File: src/fspc_pkg.sv
// ----------------------------------------------------------------------------
// fspc_pkg
// Shared types, constants, step codes and calibration tables of the flywheel
// speed regulator.
// ----------------------------------------------------------------------------
package fspc_pkg;

  localparam int DRIVE_ROWS_DEF = 11;
  localparam int RANGE_ROWS_DEF = 2;
  localparam int ROW_IDX_W      = 5;

  localparam int CFG_IDX_W  = 3;
  localparam int CFG_DATA_W = 17;

  localparam logic [CFG_IDX_W-1:0] CFG_KP  = 3'd0;
  localparam logic [CFG_IDX_W-1:0] CFG_KI  = 3'd1;
  localparam logic [CFG_IDX_W-1:0] CFG_KD  = 3'd2;
  localparam logic [CFG_IDX_W-1:0] CFG_ZSB = 3'd3;
  localparam logic [CFG_IDX_W-1:0] CFG_RB  = 3'd4;

  localparam logic [15:0] KP_RST  = 16'd128;
  localparam logic [15:0] KI_RST  = 16'd0;
  localparam logic [15:0] KD_RST  = 16'd0;
  localparam logic [16:0] ZSB_RST = 17'd16;
  localparam logic [16:0] RB_RST  = 17'd1600;

  localparam logic [1:0] OP_SPEED = 2'd0;
  localparam logic [1:0] OP_DIST  = 2'd1;
  localparam logic [1:0] OP_TICK  = 2'd2;

  localparam int MUL_A_W = 48;
  localparam int MUL_B_W = 32;
  localparam int PROD_W  = 64;
  localparam int DIV_N_W = 64;
  localparam int DIV_D_W = 40;

  localparam logic [DIV_N_W-1:0] MEAS_NUM  = 64'd60000000;
  localparam logic [DIV_D_W-1:0] I_DEN     = 40'd256000000;
  localparam logic [MUL_B_W-1:0] D_MUL     = 32'd1000000;
  localparam logic [16:0]        SPEED_MAX = 17'd131071;
  localparam logic [15:0]        DRIVE_MAX = 16'd32768;

  localparam int STEP_W = 5;
  localparam logic [STEP_W-1:0] S_IDLE   = 5'd0;
  localparam logic [STEP_W-1:0] S_DISP   = 5'd1;
  localparam logic [STEP_W-1:0] S_REQ    = 5'd2;
  localparam logic [STEP_W-1:0] S_TGT    = 5'd3;
  localparam logic [STEP_W-1:0] S_FF     = 5'd4;
  localparam logic [STEP_W-1:0] S_MEAS   = 5'd5;
  localparam logic [STEP_W-1:0] S_MEASW  = 5'd6;
  localparam logic [STEP_W-1:0] S_TGTLOW = 5'd7;
  localparam logic [STEP_W-1:0] S_MI     = 5'd8;
  localparam logic [STEP_W-1:0] S_MIW    = 5'd9;
  localparam logic [STEP_W-1:0] S_MP     = 5'd10;
  localparam logic [STEP_W-1:0] S_MPW    = 5'd11;
  localparam logic [STEP_W-1:0] S_MK     = 5'd12;
  localparam logic [STEP_W-1:0] S_MKW    = 5'd13;
  localparam logic [STEP_W-1:0] S_DK     = 5'd14;
  localparam logic [STEP_W-1:0] S_DKW    = 5'd15;
  localparam logic [STEP_W-1:0] S_MD     = 5'd16;
  localparam logic [STEP_W-1:0] S_MDW    = 5'd17;
  localparam logic [STEP_W-1:0] S_MM     = 5'd18;
  localparam logic [STEP_W-1:0] S_MMW    = 5'd19;
  localparam logic [STEP_W-1:0] S_DD     = 5'd20;
  localparam logic [STEP_W-1:0] S_DDW    = 5'd21;
  localparam logic [STEP_W-1:0] S_UPD    = 5'd22;
  localparam logic [STEP_W-1:0] S_DLU    = 5'd23;
  localparam logic [STEP_W-1:0] S_SCAN   = 5'd24;
  localparam logic [STEP_W-1:0] S_IP     = 5'd25;
  localparam logic [STEP_W-1:0] S_IPW    = 5'd26;
  localparam logic [STEP_W-1:0] S_IDV    = 5'd27;
  localparam logic [STEP_W-1:0] S_IDVW   = 5'd28;
  localparam logic [STEP_W-1:0] S_LDONE  = 5'd29;
  localparam logic [STEP_W-1:0] S_OUT    = 5'd30;

  typedef struct packed {
    logic [1:0]  opcode;
    logic [16:0] speed_request;
    logic [15:0] distance_request;
    logic [21:0] pulse_period_us;
    logic [31:0] time_us;
  } in_word_t;

  typedef struct packed {
    logic [15:0] motor_drive;
    logic        speed_ready;
    logic [16:0] measured_speed;
  } out_word_t;

  typedef struct packed {
    logic [STEP_W-1:0] step;
    logic              take;
  } cmd_t;

  typedef struct packed {
    logic [1:0] op;
    logic       dist_zero;
    logic       period_zero;
    logic       ignore;
    logic       have;
    logic       tgt_low;
    logic       dt_zero;
    logic       cmd_zero;
    logic       cmd_below;
    logic       hit;
    logic       last;
    logic       flat;
    logic       lut_rng;
    logic       mul_busy;
    logic       div_busy;
  } stat_t;

  typedef struct packed {
    logic [16:0] key;
    logic [15:0] val;
  } row_t;

  // rows past the end repeat the last row
  function automatic row_t drive_row(input logic [ROW_IDX_W-1:0] i);
    row_t r;
    case (i)
      5'd0:    r = '{key: 17'd0,     val: 16'd0};
      5'd1:    r = '{key: 17'd3810,  val: 16'd3277};
      5'd2:    r = '{key: 17'd32294, val: 16'd6554};
      5'd3:    r = '{key: 17'd46635, val: 16'd9830};
      5'd4:    r = '{key: 17'd54442, val: 16'd13107};
      5'd5:    r = '{key: 17'd59120, val: 16'd16384};
      5'd6:    r = '{key: 17'd61699, val: 16'd19661};
      5'd7:    r = '{key: 17'd63858, val: 16'd22938};
      5'd8:    r = '{key: 17'd65376, val: 16'd26214};
      5'd9:    r = '{key: 17'd66578, val: 16'd29491};
      default: r = '{key: 17'd67712, val: 16'd32768};
    endcase
    return r;
  endfunction

  function automatic row_t range_row(input logic [ROW_IDX_W-1:0] i);
    row_t r;
    case (i)
      5'd0:    r = '{key: 17'd3072, val: 16'd35872};
      default: r = '{key: 17'd3840, val: 16'd35872};
    endcase
    return r;
  endfunction

endpackage

File: src/flywheel_speed_pid_controller.sv
// ----------------------------------------------------------------------------
// flywheel_speed_pid_controller
// Flywheel speed regulator: target by speed or by distance table, PID trim on
// encoder speed, drive through an interpolated calibration table.
//
//   channel | direction | handshake           | word
//   in      | input     | in_valid / stall    | in_word_t
//   out     | output    | out_valid / stall   | out_word_t
//   cfg     | input     | cfg_valid / ready   | index + data
//
// One word at a time. A tick is shortest with the target in the dead band and
// a zero period, longest with the full PID pass, set by the serial divider (up
// to four uses: speed, I term, D term, table interpolation) and the shift-add
// multiplier (one multiplier bit per cycle). Set-distance adds the range walk
// and one interpolation. No clearing pass after reset. A stalled result holds
// in the output register while the next word is worked; that word waits at
// hand-off until it drains.
// ----------------------------------------------------------------------------
module flywheel_speed_pid_controller import fspc_pkg::*; #(
  parameter int DRIVE_ROWS = DRIVE_ROWS_DEF,
  parameter int RANGE_ROWS = RANGE_ROWS_DEF
) (
  input  logic                  clk_i,
  input  logic                  rst_ni,
  input  logic                  in_valid_i,
  output logic                  in_stall_o,
  input  in_word_t              in_word_i,
  output logic                  out_valid_o,
  input  logic                  out_stall_i,
  output out_word_t             out_word_o,
  input  logic                  cfg_valid_i,
  output logic                  cfg_ready_o,
  input  logic [CFG_IDX_W-1:0]  cfg_index_i,
  input  logic [CFG_DATA_W-1:0] cfg_data_i
);

  cmd_t  cmd;
  stat_t stat;

  assign cfg_ready_o = 1'b1;

  fspc_ctrl u_ctrl (
    .clk_i       (clk_i),
    .rst_ni      (rst_ni),
    .in_valid_i  (in_valid_i),
    .in_stall_o  (in_stall_o),
    .out_valid_o (out_valid_o),
    .out_stall_i (out_stall_i),
    .stat_i      (stat),
    .cmd_o       (cmd)
  );

  fspc_dpath #(
    .DRIVE_ROWS (DRIVE_ROWS),
    .RANGE_ROWS (RANGE_ROWS)
  ) u_dpath (
    .clk_i       (clk_i),
    .rst_ni      (rst_ni),
    .cmd_i       (cmd),
    .stat_o      (stat),
    .in_word_i   (in_word_i),
    .out_word_o  (out_word_o),
    .cfg_we_i    (cfg_valid_i && cfg_ready_o),
    .cfg_index_i (cfg_index_i),
    .cfg_data_i  (cfg_data_i)
  );

endmodule

File: src/fspc_mul.sv
// ----------------------------------------------------------------------------
// fspc_mul
// Shift-add unsigned multiplier, one multiplier bit per cycle, stops as soon
// as the remaining multiplier bits are zero.
// ----------------------------------------------------------------------------
module fspc_mul import fspc_pkg::*; (
  input  logic               clk_i,
  input  logic               rst_ni,
  input  logic               start_i,
  input  logic [MUL_A_W-1:0] a_i,
  input  logic [MUL_B_W-1:0] b_i,
  output logic               busy_o,
  output logic [PROD_W-1:0]  prod_o
);

  logic              busy_q;
  logic [PROD_W-1:0] acc_q;
  logic [PROD_W-1:0] a_q;
  logic [MUL_B_W-1:0] b_q;

  always_ff @(posedge clk_i or negedge rst_ni) begin
    if (!rst_ni) begin
      busy_q <= 1'b0;
    end else if (start_i) begin
      busy_q <= 1'b1;
    end else if (busy_q && b_q == '0) begin
      busy_q <= 1'b0;
    end
  end

  always_ff @(posedge clk_i) begin
    if (start_i) begin
      acc_q <= '0;
      a_q   <= PROD_W'(a_i);
      b_q   <= b_i;
    end else if (busy_q && b_q != '0) begin
      if (b_q[0]) begin
        acc_q <= acc_q + a_q;
      end
      a_q <= a_q << 1;
      b_q <= b_q >> 1;
    end
  end

  assign busy_o = busy_q;
  assign prod_o = acc_q;

endmodule

File: src/fspc_div.sv
// ----------------------------------------------------------------------------
// fspc_div
// Restoring unsigned divider, one quotient bit per cycle.
// ----------------------------------------------------------------------------
module fspc_div import fspc_pkg::*; (
  input  logic               clk_i,
  input  logic               rst_ni,
  input  logic               start_i,
  input  logic [DIV_N_W-1:0] num_i,
  input  logic [DIV_D_W-1:0] den_i,
  output logic               busy_o,
  output logic [DIV_N_W-1:0] quo_o
);

  localparam int CNT_W = $clog2(DIV_N_W);

  logic               busy_q;
  logic [CNT_W-1:0]   cnt_q;
  logic [DIV_D_W-1:0] rem_q;
  logic [DIV_D_W-1:0] den_q;
  logic [DIV_N_W-1:0] quo_q;
  logic [DIV_D_W:0]   sh;
  logic               fit;

  assign sh  = {rem_q, quo_q[DIV_N_W-1]};
  assign fit = sh >= {1'b0, den_q};

  always_ff @(posedge clk_i or negedge rst_ni) begin
    if (!rst_ni) begin
      busy_q <= 1'b0;
      cnt_q  <= '0;
    end else if (start_i) begin
      busy_q <= 1'b1;
      cnt_q  <= CNT_W'(DIV_N_W - 1);
    end else if (busy_q) begin
      if (cnt_q == '0) begin
        busy_q <= 1'b0;
      end else begin
        cnt_q <= cnt_q - 1'b1;
      end
    end
  end

  always_ff @(posedge clk_i) begin
    if (start_i) begin
      rem_q <= '0;
      den_q <= den_i;
      quo_q <= num_i;
    end else if (busy_q) begin
      rem_q <= fit ? DIV_D_W'(sh - {1'b0, den_q}) : sh[DIV_D_W-1:0];
      quo_q <= {quo_q[DIV_N_W-2:0], fit};
    end
  end

  assign busy_o = busy_q;
  assign quo_o  = quo_q;

endmodule

File: src/fspc_dpath.sv
// ----------------------------------------------------------------------------
// fspc_dpath
// Datapath: configuration, controller state, PID arithmetic, table walk and
// the output word register. Acts on the step code from fspc_ctrl.
// ----------------------------------------------------------------------------
module fspc_dpath import fspc_pkg::*; #(
  parameter int DRIVE_ROWS = DRIVE_ROWS_DEF,
  parameter int RANGE_ROWS = RANGE_ROWS_DEF
) (
  input  logic                  clk_i,
  input  logic                  rst_ni,
  input  cmd_t                  cmd_i,
  output stat_t                 stat_o,
  input  in_word_t              in_word_i,
  output out_word_t             out_word_o,
  input  logic                  cfg_we_i,
  input  logic [CFG_IDX_W-1:0]  cfg_index_i,
  input  logic [CFG_DATA_W-1:0] cfg_data_i
);

  localparam int MAX_ROWS = (DRIVE_ROWS > RANGE_ROWS) ? DRIVE_ROWS : RANGE_ROWS;
  localparam int IDX_W    = $clog2(MAX_ROWS);
  localparam logic [IDX_W-1:0] DRIVE_LAST = IDX_W'(DRIVE_ROWS - 1);
  localparam logic [IDX_W-1:0] RANGE_LAST = IDX_W'(RANGE_ROWS - 1);

  logic [15:0] kp_q, ki_q, kd_q;
  logic [16:0] zsb_q, rb_q;

  logic [16:0] target_q;
  logic [23:0] cmd_q;
  logic [17:0] perr_q;
  logic [31:0] ptime_q;
  logic [47:0] integ_q;
  logic        have_q;
  logic        ready_q;

  in_word_t    item_q;
  logic [16:0] req_q;
  logic [16:0] meas_q;
  logic [17:0] err_q;
  logic [31:0] dt_q;
  logic [49:0] adj_q;
  logic [15:0] drive_q;
  logic [17:0] y_q;
  logic [IDX_W-1:0] idx_q;
  logic        lut_rng_q;
  out_word_t   out_q;

  logic               mul_start, mul_busy;
  logic [MUL_A_W-1:0] mul_a;
  logic [MUL_B_W-1:0] mul_b;
  logic [PROD_W-1:0]  mul_prod;
  logic               div_start, div_busy;
  logic [DIV_N_W-1:0] div_n;
  logic [DIV_D_W-1:0] div_d;
  logic [DIV_N_W-1:0] div_q;

  row_t        row_lo, row_hi, row_0;
  logic [24:0] x_cur, key_lo, key_hi, dx;
  logic [16:0] dxk;
  logic [17:0] dy;
  logic [16:0] dy_mag;
  logic        hit, flat, last;

  logic [17:0] err_mag;
  logic [18:0] de;
  logic [18:0] de_mag;
  logic [47:0] integ_mag;
  logic [18:0] delta;
  logic        ignore;
  logic [16:0] meas_sat;
  logic [50:0] isum, csum;
  logic [47:0] integ_sat;
  logic [23:0] cmd_sat;
  logic [49:0] p_mag, q_term;
  logic [17:0] y_interp;

  fspc_mul u_mul (
    .clk_i   (clk_i),
    .rst_ni  (rst_ni),
    .start_i (mul_start),
    .a_i     (mul_a),
    .b_i     (mul_b),
    .busy_o  (mul_busy),
    .prod_o  (mul_prod)
  );

  fspc_div u_div (
    .clk_i   (clk_i),
    .rst_ni  (rst_ni),
    .start_i (div_start),
    .num_i   (div_n),
    .den_i   (div_d),
    .busy_o  (div_busy),
    .quo_o   (div_q)
  );

  // table rows
  always_comb begin
    if (lut_rng_q) begin
      row_lo = range_row(ROW_IDX_W'(idx_q - 1'b1));
      row_hi = range_row(ROW_IDX_W'(idx_q));
      x_cur  = {9'd0, item_q.distance_request};
      last   = idx_q == RANGE_LAST;
    end else begin
      row_lo = drive_row(ROW_IDX_W'(idx_q - 1'b1));
      row_hi = drive_row(ROW_IDX_W'(idx_q));
      x_cur  = {cmd_q[23], cmd_q};
      last   = idx_q == DRIVE_LAST;
    end
  end

  assign row_0  = drive_row('0);
  assign key_lo = {8'd0, row_lo.key};
  assign key_hi = {8'd0, row_hi.key};
  assign hit    = ($signed(x_cur) >= $signed(key_lo)) && ($signed(x_cur) <= $signed(key_hi));
  assign flat   = row_hi.key <= row_lo.key;
  assign dx     = x_cur - key_lo;
  assign dxk    = row_hi.key - row_lo.key;
  assign dy     = {2'b0, row_hi.val} - {2'b0, row_lo.val};
  assign dy_mag = dy[17] ? 17'(-dy) : dy[16:0];
  assign q_term = {33'd0, div_q[16:0]};
  assign y_interp = dy[17] ? ({2'b0, row_lo.val} - q_term[17:0])
                           : ({2'b0, row_lo.val} + q_term[17:0]);

  // PID arithmetic
  assign err_mag   = err_q[17] ? (-err_q) : err_q;
  assign de        = {err_q[17], err_q} - {perr_q[17], perr_q};
  assign de_mag    = de[18] ? (-de) : de;
  assign integ_mag = integ_q[47] ? (-integ_q) : integ_q;
  assign delta     = {2'b0, req_q} - {2'b0, target_q};
  assign ignore    = !(($signed(delta) > $signed({2'b0, zsb_q})) ||
                       ($signed(delta) < -$signed({2'b0, zsb_q})) ||
                       (req_q == '0));
  assign meas_sat  = (div_q[DIV_N_W-1:17] != '0) ? SPEED_MAX : div_q[16:0];

  assign isum = err_q[17] ? ({{3{integ_q[47]}}, integ_q} - {1'b0, mul_prod[49:0]})
                          : ({{3{integ_q[47]}}, integ_q} + {1'b0, mul_prod[49:0]});
  assign integ_sat = (isum[50:47] == {4{isum[47]}}) ? isum[47:0] :
                     (isum[50] ? {1'b1, 47'd0} : {1'b0, {47{1'b1}}});
  assign csum = {{27{cmd_q[23]}}, cmd_q} + {adj_q[49], adj_q};
  assign cmd_sat = (csum[50:23] == {28{csum[23]}}) ? csum[23:0] :
                   (csum[50] ? {1'b1, 23'd0} : {1'b0, {23{1'b1}}});
  assign p_mag = {1'b0, mul_prod[56:8]};

  // unit operands
  always_comb begin
    mul_start = 1'b0;
    mul_a     = '0;
    mul_b     = '0;
    div_start = 1'b0;
    div_n     = '0;
    div_d     = '0;
    case (cmd_i.step)
      S_MI: begin
        mul_start = 1'b1;
        mul_a     = {30'd0, err_mag};
        mul_b     = dt_q;
      end
      S_MP: begin
        mul_start = 1'b1;
        mul_a     = {30'd0, err_mag};
        mul_b     = {16'd0, kp_q};
      end
      S_MK: begin
        mul_start = 1'b1;
        mul_a     = integ_mag;
        mul_b     = {16'd0, ki_q};
      end
      S_MD: begin
        mul_start = 1'b1;
        mul_a     = {29'd0, de_mag};
        mul_b     = {16'd0, kd_q};
      end
      S_MM: begin
        mul_start = 1'b1;
        mul_a     = mul_prod[MUL_A_W-1:0];
        mul_b     = D_MUL;
      end
      S_IP: begin
        mul_start = !flat;
        mul_a     = {23'd0, dx};
        mul_b     = {15'd0, dy_mag};
      end
      S_MEAS: begin
        div_start = item_q.pulse_period_us != '0;
        div_n     = MEAS_NUM;
        div_d     = {18'd0, item_q.pulse_period_us};
      end
      S_DK: begin
        div_start = 1'b1;
        div_n     = mul_prod;
        div_d     = I_DEN;
      end
      S_DD: begin
        div_start = 1'b1;
        div_n     = mul_prod;
        div_d     = {dt_q, 8'd0};
      end
      S_IDV: begin
        div_start = 1'b1;
        div_n     = mul_prod;
        div_d     = {23'd0, dxk};
      end
      default: begin
      end
    endcase
  end

  always_ff @(posedge clk_i or negedge rst_ni) begin
    if (!rst_ni) begin
      kp_q     <= KP_RST;
      ki_q     <= KI_RST;
      kd_q     <= KD_RST;
      zsb_q    <= ZSB_RST;
      rb_q     <= RB_RST;
      target_q <= '0;
      cmd_q    <= '0;
      perr_q   <= '0;
      ptime_q  <= '0;
      integ_q  <= '0;
      have_q   <= 1'b0;
      ready_q  <= 1'b0;
    end else begin
      if (cfg_we_i) begin
        case (cfg_index_i)
          CFG_KP:  kp_q  <= cfg_data_i[15:0];
          CFG_KI:  ki_q  <= cfg_data_i[15:0];
          CFG_KD:  kd_q  <= cfg_data_i[15:0];
          CFG_ZSB: zsb_q <= cfg_data_i;
          CFG_RB:  rb_q  <= cfg_data_i;
          default: begin
          end
        endcase
      end
      case (cmd_i.step)
        S_TGT: begin
          if (!ignore) begin
            target_q <= req_q;
            perr_q   <= '0;
            ptime_q  <= '0;
            integ_q  <= '0;
          end
        end
        S_FF:     cmd_q  <= {7'd0, target_q};
        S_MEAS:   have_q <= 1'b1;
        S_TGTLOW: begin
          if (target_q < zsb_q) begin
            ready_q <= meas_q < rb_q;
          end
        end
        S_MIW: begin
          if (!mul_busy) begin
            integ_q <= integ_sat;
          end
        end
        S_UPD: begin
          cmd_q   <= cmd_sat;
          perr_q  <= err_q;
          ptime_q <= item_q.time_us;
          ready_q <= err_mag < {1'b0, rb_q};
        end
        default: begin
        end
      endcase
    end
  end

  always_ff @(posedge clk_i) begin
    case (cmd_i.step)
      S_IDLE: begin
        if (cmd_i.take) begin
          item_q <= in_word_i;
        end
      end
      S_DISP: begin
        req_q     <= (item_q.opcode == OP_SPEED) ? item_q.speed_request : '0;
        lut_rng_q <= 1'b1;
        idx_q     <= IDX_W'(1);
      end
      S_REQ:  req_q  <= (req_q < zsb_q) ? '0 : req_q;
      S_FF:   meas_q <= '0;
      S_MEAS: meas_q <= '0;
      S_MEASW: begin
        if (!div_busy) begin
          meas_q <= meas_sat;
        end
      end
      S_TGTLOW: begin
        drive_q <= '0;
        err_q   <= {1'b0, target_q} - {1'b0, meas_q};
        dt_q    <= item_q.time_us - ptime_q;
      end
      S_MPW: begin
        if (!mul_busy) begin
          adj_q <= err_q[17] ? (-p_mag) : p_mag;
        end
      end
      S_DKW: begin
        if (!div_busy) begin
          adj_q <= integ_q[47] ? (adj_q - div_q[49:0]) : (adj_q + div_q[49:0]);
        end
      end
      S_DDW: begin
        if (!div_busy) begin
          adj_q <= de[18] ? (adj_q - div_q[49:0]) : (adj_q + div_q[49:0]);
        end
      end
      S_DLU: begin
        lut_rng_q <= 1'b0;
        idx_q     <= IDX_W'(1);
        drive_q   <= '0;
        y_q       <= {2'b0, row_0.val};
      end
      S_SCAN: begin
        if (!hit) begin
          if (last) begin
            y_q <= lut_rng_q ? '0 : {2'b0, row_hi.val};
          end else begin
            idx_q <= idx_q + 1'b1;
          end
        end
      end
      S_IP: begin
        if (flat) begin
          y_q <= {2'b0, row_lo.val};
        end
      end
      S_IDVW: begin
        if (!div_busy) begin
          y_q <= y_interp;
        end
      end
      S_LDONE: begin
        if (lut_rng_q) begin
          req_q <= y_q[17] ? '0 : y_q[16:0];
        end else if (y_q[17]) begin
          drive_q <= '0;
        end else if (y_q[16:0] > {1'b0, DRIVE_MAX}) begin
          drive_q <= DRIVE_MAX;
        end else begin
          drive_q <= y_q[15:0];
        end
      end
      S_OUT: begin
        if (cmd_i.take) begin
          out_q.motor_drive    <= drive_q;
          out_q.speed_ready    <= ready_q;
          out_q.measured_speed <= meas_q;
        end
      end
      default: begin
      end
    endcase
  end

  assign stat_o.op          = item_q.opcode;
  assign stat_o.dist_zero   = item_q.distance_request == '0;
  assign stat_o.period_zero = item_q.pulse_period_us == '0;
  assign stat_o.ignore      = ignore;
  assign stat_o.have        = have_q;
  assign stat_o.tgt_low     = target_q < zsb_q;
  assign stat_o.dt_zero     = dt_q == '0;
  assign stat_o.cmd_zero    = cmd_q == '0;
  assign stat_o.cmd_below   = $signed({cmd_q[23], cmd_q}) < $signed({8'd0, row_0.key});
  assign stat_o.hit         = hit;
  assign stat_o.last        = last;
  assign stat_o.flat        = flat;
  assign stat_o.lut_rng     = lut_rng_q;
  assign stat_o.mul_busy    = mul_busy;
  assign stat_o.div_busy    = div_busy;

  assign out_word_o = out_q;

endmodule

File: src/fspc_ctrl.sv
// ----------------------------------------------------------------------------
// fspc_ctrl
// Sequencer: walks one word through dispatch, measurement, PID steps, table
// walk and the output register handoff.
// ----------------------------------------------------------------------------
module fspc_ctrl import fspc_pkg::*; (
  input  logic  clk_i,
  input  logic  rst_ni,
  input  logic  in_valid_i,
  output logic  in_stall_o,
  output logic  out_valid_o,
  input  logic  out_stall_i,
  input  stat_t stat_i,
  output cmd_t  cmd_o
);

  logic [STEP_W-1:0] state_q, state_d;
  logic              out_valid_q;
  logic              take;

  always_comb begin
    state_d = state_q;
    take    = 1'b0;
    case (state_q)
      S_IDLE: begin
        take = in_valid_i;
        if (in_valid_i) begin
          state_d = S_DISP;
        end
      end
      S_DISP: begin
        case (stat_i.op)
          OP_SPEED: state_d = S_REQ;
          OP_DIST:  state_d = stat_i.dist_zero ? S_REQ : S_SCAN;
          OP_TICK:  state_d = S_MEAS;
          default:  state_d = S_IDLE;
        endcase
      end
      S_REQ:    state_d = S_TGT;
      S_TGT:    state_d = stat_i.ignore ? S_IDLE : (stat_i.have ? S_MEAS : S_FF);
      S_FF:     state_d = S_DLU;
      S_MEAS:   state_d = stat_i.period_zero ? S_TGTLOW : S_MEASW;
      S_MEASW:  if (!stat_i.div_busy) state_d = S_TGTLOW;
      S_TGTLOW: state_d = stat_i.tgt_low ? S_OUT : S_MI;
      S_MI:     state_d = S_MIW;
      S_MIW:    if (!stat_i.mul_busy) state_d = S_MP;
      S_MP:     state_d = S_MPW;
      S_MPW:    if (!stat_i.mul_busy) state_d = S_MK;
      S_MK:     state_d = S_MKW;
      S_MKW:    if (!stat_i.mul_busy) state_d = S_DK;
      S_DK:     state_d = S_DKW;
      S_DKW:    if (!stat_i.div_busy) state_d = stat_i.dt_zero ? S_UPD : S_MD;
      S_MD:     state_d = S_MDW;
      S_MDW:    if (!stat_i.mul_busy) state_d = S_MM;
      S_MM:     state_d = S_MMW;
      S_MMW:    if (!stat_i.mul_busy) state_d = S_DD;
      S_DD:     state_d = S_DDW;
      S_DDW:    if (!stat_i.div_busy) state_d = S_UPD;
      S_UPD:    state_d = S_DLU;
      S_DLU: begin
        if (stat_i.cmd_zero) begin
          state_d = S_OUT;
        end else if (stat_i.cmd_below) begin
          state_d = S_LDONE;
        end else begin
          state_d = S_SCAN;
        end
      end
      S_SCAN: begin
        if (stat_i.hit) begin
          state_d = S_IP;
        end else if (stat_i.last) begin
          state_d = S_LDONE;
        end
      end
      S_IP:     state_d = stat_i.flat ? S_LDONE : S_IPW;
      S_IPW:    if (!stat_i.mul_busy) state_d = S_IDV;
      S_IDV:    state_d = S_IDVW;
      S_IDVW:   if (!stat_i.div_busy) state_d = S_LDONE;
      S_LDONE:  state_d = stat_i.lut_rng ? S_REQ : S_OUT;
      S_OUT: begin
        if (!out_valid_q || !out_stall_i) begin
          take    = 1'b1;
          state_d = S_IDLE;
        end
      end
      default:  state_d = S_IDLE;
    endcase
  end

  always_ff @(posedge clk_i or negedge rst_ni) begin
    if (!rst_ni) begin
      state_q     <= S_IDLE;
      out_valid_q <= 1'b0;
    end else begin
      state_q <= state_d;
      if (state_q == S_OUT && take) begin
        out_valid_q <= 1'b1;
      end else if (!out_stall_i) begin
        out_valid_q <= 1'b0;
      end
    end
  end

  assign cmd_o.step  = state_q;
  assign cmd_o.take  = take;
  assign in_stall_o  = state_q != S_IDLE;
  assign out_valid_o = out_valid_q;

endmodule

File: config.mk
export PLATFORM = sky130hd
export DESIGN_NAME = flywheel_speed_pid_controller
export DESIGN_NICKNAME = d
export VERILOG_FILES = /design/src/fspc_pkg.sv /design/src/flywheel_speed_pid_controller.sv /design/src/fspc_mul.sv /design/src/fspc_div.sv /design/src/fspc_dpath.sv /design/src/fspc_ctrl.sv
export SDC_FILE = /design/constraint.sdc
export NUM_CORES = 2
export LEC_CHECK = 0
export BUFFER_PORTS_ARGS = -buffer_cell sky130_fd_sc_hd__buf_2
export CORE_MARGIN = 2
export CORE_UTILIZATION = 25
export CTS_CLUSTER_DIAMETER = 100
export CTS_CLUSTER_SIZE = 16
export DETAILED_ROUTE_END_ITERATION = 8
export GPL_TIMING_DRIVEN = 0
export PLACE_DENSITY = 0.41
export SLEW_MARGIN = 20
export SYNTH_ARGS = -nofsm -noshare
export SYNTH_HDL_FRONTEND = slang
export SYNTH_SLANG_ARGS = --single-unit
File: constraint.sdc
create_clock -name clk_i -period 11 [get_ports clk_i]
set_clock_uncertainty 0.15 [all_clocks]
set_input_delay 1.1 -clock clk_i [delete_from_list [all_inputs] [get_ports clk_i]]
set_output_delay 1.1 -clock clk_i [all_outputs]
set_load 0.02 [all_outputs]
==> results_dict.tcl <==
set metrics [dict create \
    cts_htree_levels 3 \
    ir_drop_uv 125.5 \
    final-hold-violation-count 0 \
    final_util_pct 28.25 \
    port_buffers 149 \
    crit_path_end_kind "flip-flop" \
    dr.first_iter.drc_count 5647 \
    antenna_found_initial 24 \
    max_cap_viol_count 0 \
    ios 151 \
    first_pass_iters 7 \
    yosys_warnings 0 \
    totalWireLength_um 291300 \
    yosysTopAreaCell "edfxtp_1" \
    post_cts_resize_count 0 \
    fin_ws_ns 0.4994 \
    grt_pass1_vias 58281 \
    avgViaCountPerCell 5.298 \
    die_h_um 521.1 \
    dp_slack_ns 0.6356 \
    rsz0062_at_grt "no" \
    hold_buffers 0 \
    hold_class "primary input to asynchronous set/reset pin" \
    netlist_instances 7645 \
    ys_types 105 \
    powerDensity_mw_per_mm2 327.6 \
    grt-ovfl-total 0 \
    area_growth_pct 12.24 \
    status "complete, no violations" \
    clockRootBuffer "clkbuf_16" \
    drv_slew 0 \
    syn-num-nets 8357 \
    tritoncts "built" \
    finish.net_count 8608 \
    fin_setup_tns_ns 0 \
    path_class "flip-flop to flip-flop" \
    layout_commonest_cell "nand2_1" \
    synth_area_leaders "edfxtp_1, ha_1, dfrtp_1, a21oi_1, xnor2_1" \
    drive_above_1_share_pct 6.714 \
    worstPathMaxFanout 10 \
    crit_top_cell "a21oi_1" \
    fp.dieArea_sq_mm 0.2715 \
    grt_max_degree 80 \
    cts_buffer_depth 3 \
    drcViolationCount 0 \
    wl_per_cell_um 25.34 \
    crit_slowest_cell "nor2_1" \
    clk-insertion-delay-late_ns 0.76 \
    ys_ff_latch 862 \
    ys_seq_area_share_pct 34.79 \
    rows 189 \
    synth_edf_count 480 \
    min_period_over_period_pct 95.46 \
    netlist_area_sq_mm 0.06685 \
    ant_nets 0 \
    cp-start-kind "flip-flop" \
    cts.sinks 862 \
    async_flop_share_pct 27.49 \
    syn_avg_cell_area_sq_um 8.744 \
    place_area_sq_mm 0.07264 \
    post_cts_buffers 0 \
    p_leak_nw 30.53 \
    grt_pass1_wl_um 416800 \
    relSlewSlack_pct 17.68 \
    ys.flop_type "edfxtp_1" \
    max_stage_delay_ns 0.50 \
    die_x_um 521.1 \
    clk_pin_slew_ns 0.07 \
    core_sq_mm 0.2656 \
    tightest_slew_ns 1.218 \
    final_cell_mix "nand2_1, a21oi_1, ha_1" \
    finalSetupViolCount 0 \
    vias 60917 \
    place.gp.congestion 0.9500 \
    max_freq_ghz 0.09523 \
    cp.arrival_ns 10.78 \
    dpl.hpwl_um 235800 \
    final_area_sq_mm 0.07503 \
    yosysTopAreaCellShare_pct 21.56 \
    cp_data_required_time_ns 11.28 \
    cts_buffers 72 \
    min_period_ns 10.50 \
    grt_util_all_layers_pct 20.72 \
    start_util_pct 25.17 \
]
cell usage after synthesis (24+ instances only):
cell type / instances
a211oi_1: 73
a21boi_0: 36
a21o_1: 230
a21oi_1: 616
a221o_1: 72
a221oi_1: 56
a222oi_1: 30
a22o_1: 49
a22oi_1: 35
a31oi_1: 70
and2_1: 64
and3_1: 52
buf_1: 24
clkbuf_1: 336
dfrtp_1: 232
dfxtp_1: 145
edfxtp_1: 480
ha_1: 584
inv_1: 461
mux2_2: 87
mux2i_1: 38
nand2_1: 763
nand2b_1: 89
nand3_1: 179
nand4_1: 85
nor2_1: 566
nor2b_1: 92
nor3_1: 162
nor4_1: 94
o211ai_1: 58
o21a_1: 86
o21ai_0: 430
o21bai_1: 91
o221ai_1: 31
o22ai_1: 59
o31ai_1: 103
o41ai_1: 24
or2_2: 33
or3_1: 53
or4_1: 30
xnor2_1: 344
xor2_1: 174
final cells by class:
type	instances	area (sq um)
antenna	12	30.03
buffer	380	1493
clock buffer	103	1948
clock inverter	29	379.1
fill	28405	190500
inverter	466	1752
multi-input combinational	5937	40540
sequential	862	23250
tap	3533	4420
timing repair buffer	177	1215
per-layer routing:
layer,wire length (um),global-route usage (%),vias to the layer above
met4,7868,5.488,8
met3,17170,2.892,293
met1,138600,29.83,30136
li1,-,-,28615
met2,127700,32.20,1865
met5,50,0,-
critical path, delay by kind of cell, from the launching register on:
kind / cells / cell delay [ns]
AND/OR/NAND/NOR: 6 / 1.29
XOR/XNOR: 2 / 0.79
buffers and inverters: 8 / 2.05
flip-flops: 1 / 0.49
adder cells (fa/ha/maj): 4 / 1.41
AO/OA/AOI/OAI: 18 / 4.00
where the power goes:
part | leakage, nW | switching [W] | internal (W)
Sequential | 8.91 | 0.00117 | 0.00472
Clock | 1.11 | 0.00148 | 0.00131
Combinational | 20.5 | 0.0102 | 0.00565
Total | 30.5 | 0.0129 | 0.0117
cell families after synthesis:
family	after synthesis	synth area share, %
AO/OA/AOI/OAI	2347	23.46
XOR/XNOR	518	6.787
adder cells (fa/ha/maj)	599	11.37
buffers and inverters	846	4.825
flip-flops	862	34.79
multiplexers	125	2.035
other	1	0.005610
AND/OR/NAND/NOR	2347	16.73
through the flow:
step / instances / power [W] / hold WS (ns)
finish: 11499 / 0.02458 / 0.05554
global route: 11494 / 0.02634 / 0.03615
CTS: 11486 / 0.02443 / 0.001061
detailed placement: 11354 / 0.02150 / 0.2545
global placement: 11327 / 0.02143 / 0.2553
floorplan: 7645 / 0.01613 / 0.2503
state kept, by name, summed over array words and instances, names as in the netlist, 18 cells and up, named ones only:
| register | count |
|---|---|
| u_dpath.item_q | 87 |
| u_dpath.u_div.quo_o | 64 |
| u_dpath.u_mul.a_q | 64 |
| u_dpath.u_mul.prod_o | 64 |
| u_dpath.adj_q | 50 |
| u_dpath.integ_q | 48 |
| u_dpath.u_div.den_q | 40 |
| u_dpath.u_div.rem_q | 40 |
| u_dpath.out_word_o | 34 |
| u_dpath.dt_q | 32 |
| u_dpath.ptime_q | 32 |
| u_dpath.u_mul.b_q | 32 |
| u_dpath.cmd_q | 24 |
| u_dpath.err_q | 18 |
| u_dpath.perr_q | 18 |
| u_dpath.y_q | 18 |
worst paths after layout:
check | startpoint | to | slack (ns) | cells past startpoint
min in group clk_i | u_dpath.drive_q[4]$_SDFFCE_PP0P_ | u_dpath.out_word_o[22]$_DFFE_PP_ | 0.27 | 0
setup / recovery | u_dpath.idx_q[0]$_DFFE_PN_ | u_dpath.y_q[16]$_SDFFCE_PN0P_ | 0.50 | 38
hold / removal | rst_ni | u_dpath.ptime_q[17]$_DFFE_PN0P_ | 0.06 | 1
max in group asynchronous | rst_ni | u_dpath.cmd_q[23]$_DFFE_PN0P_ | 9.47 | 3
setup reg to reg | u_dpath.idx_q[0]$_DFFE_PN_ | u_dpath.y_q[16]$_SDFFCE_PN0P_ | 0.50 | 38
hold reg to reg | u_dpath.drive_q[4]$_SDFFCE_PP0P_ | u_dpath.out_word_o[22]$_DFFE_PP_ | 0.27 | 0
Note: power is estimated with default switching activity, not from simulation.
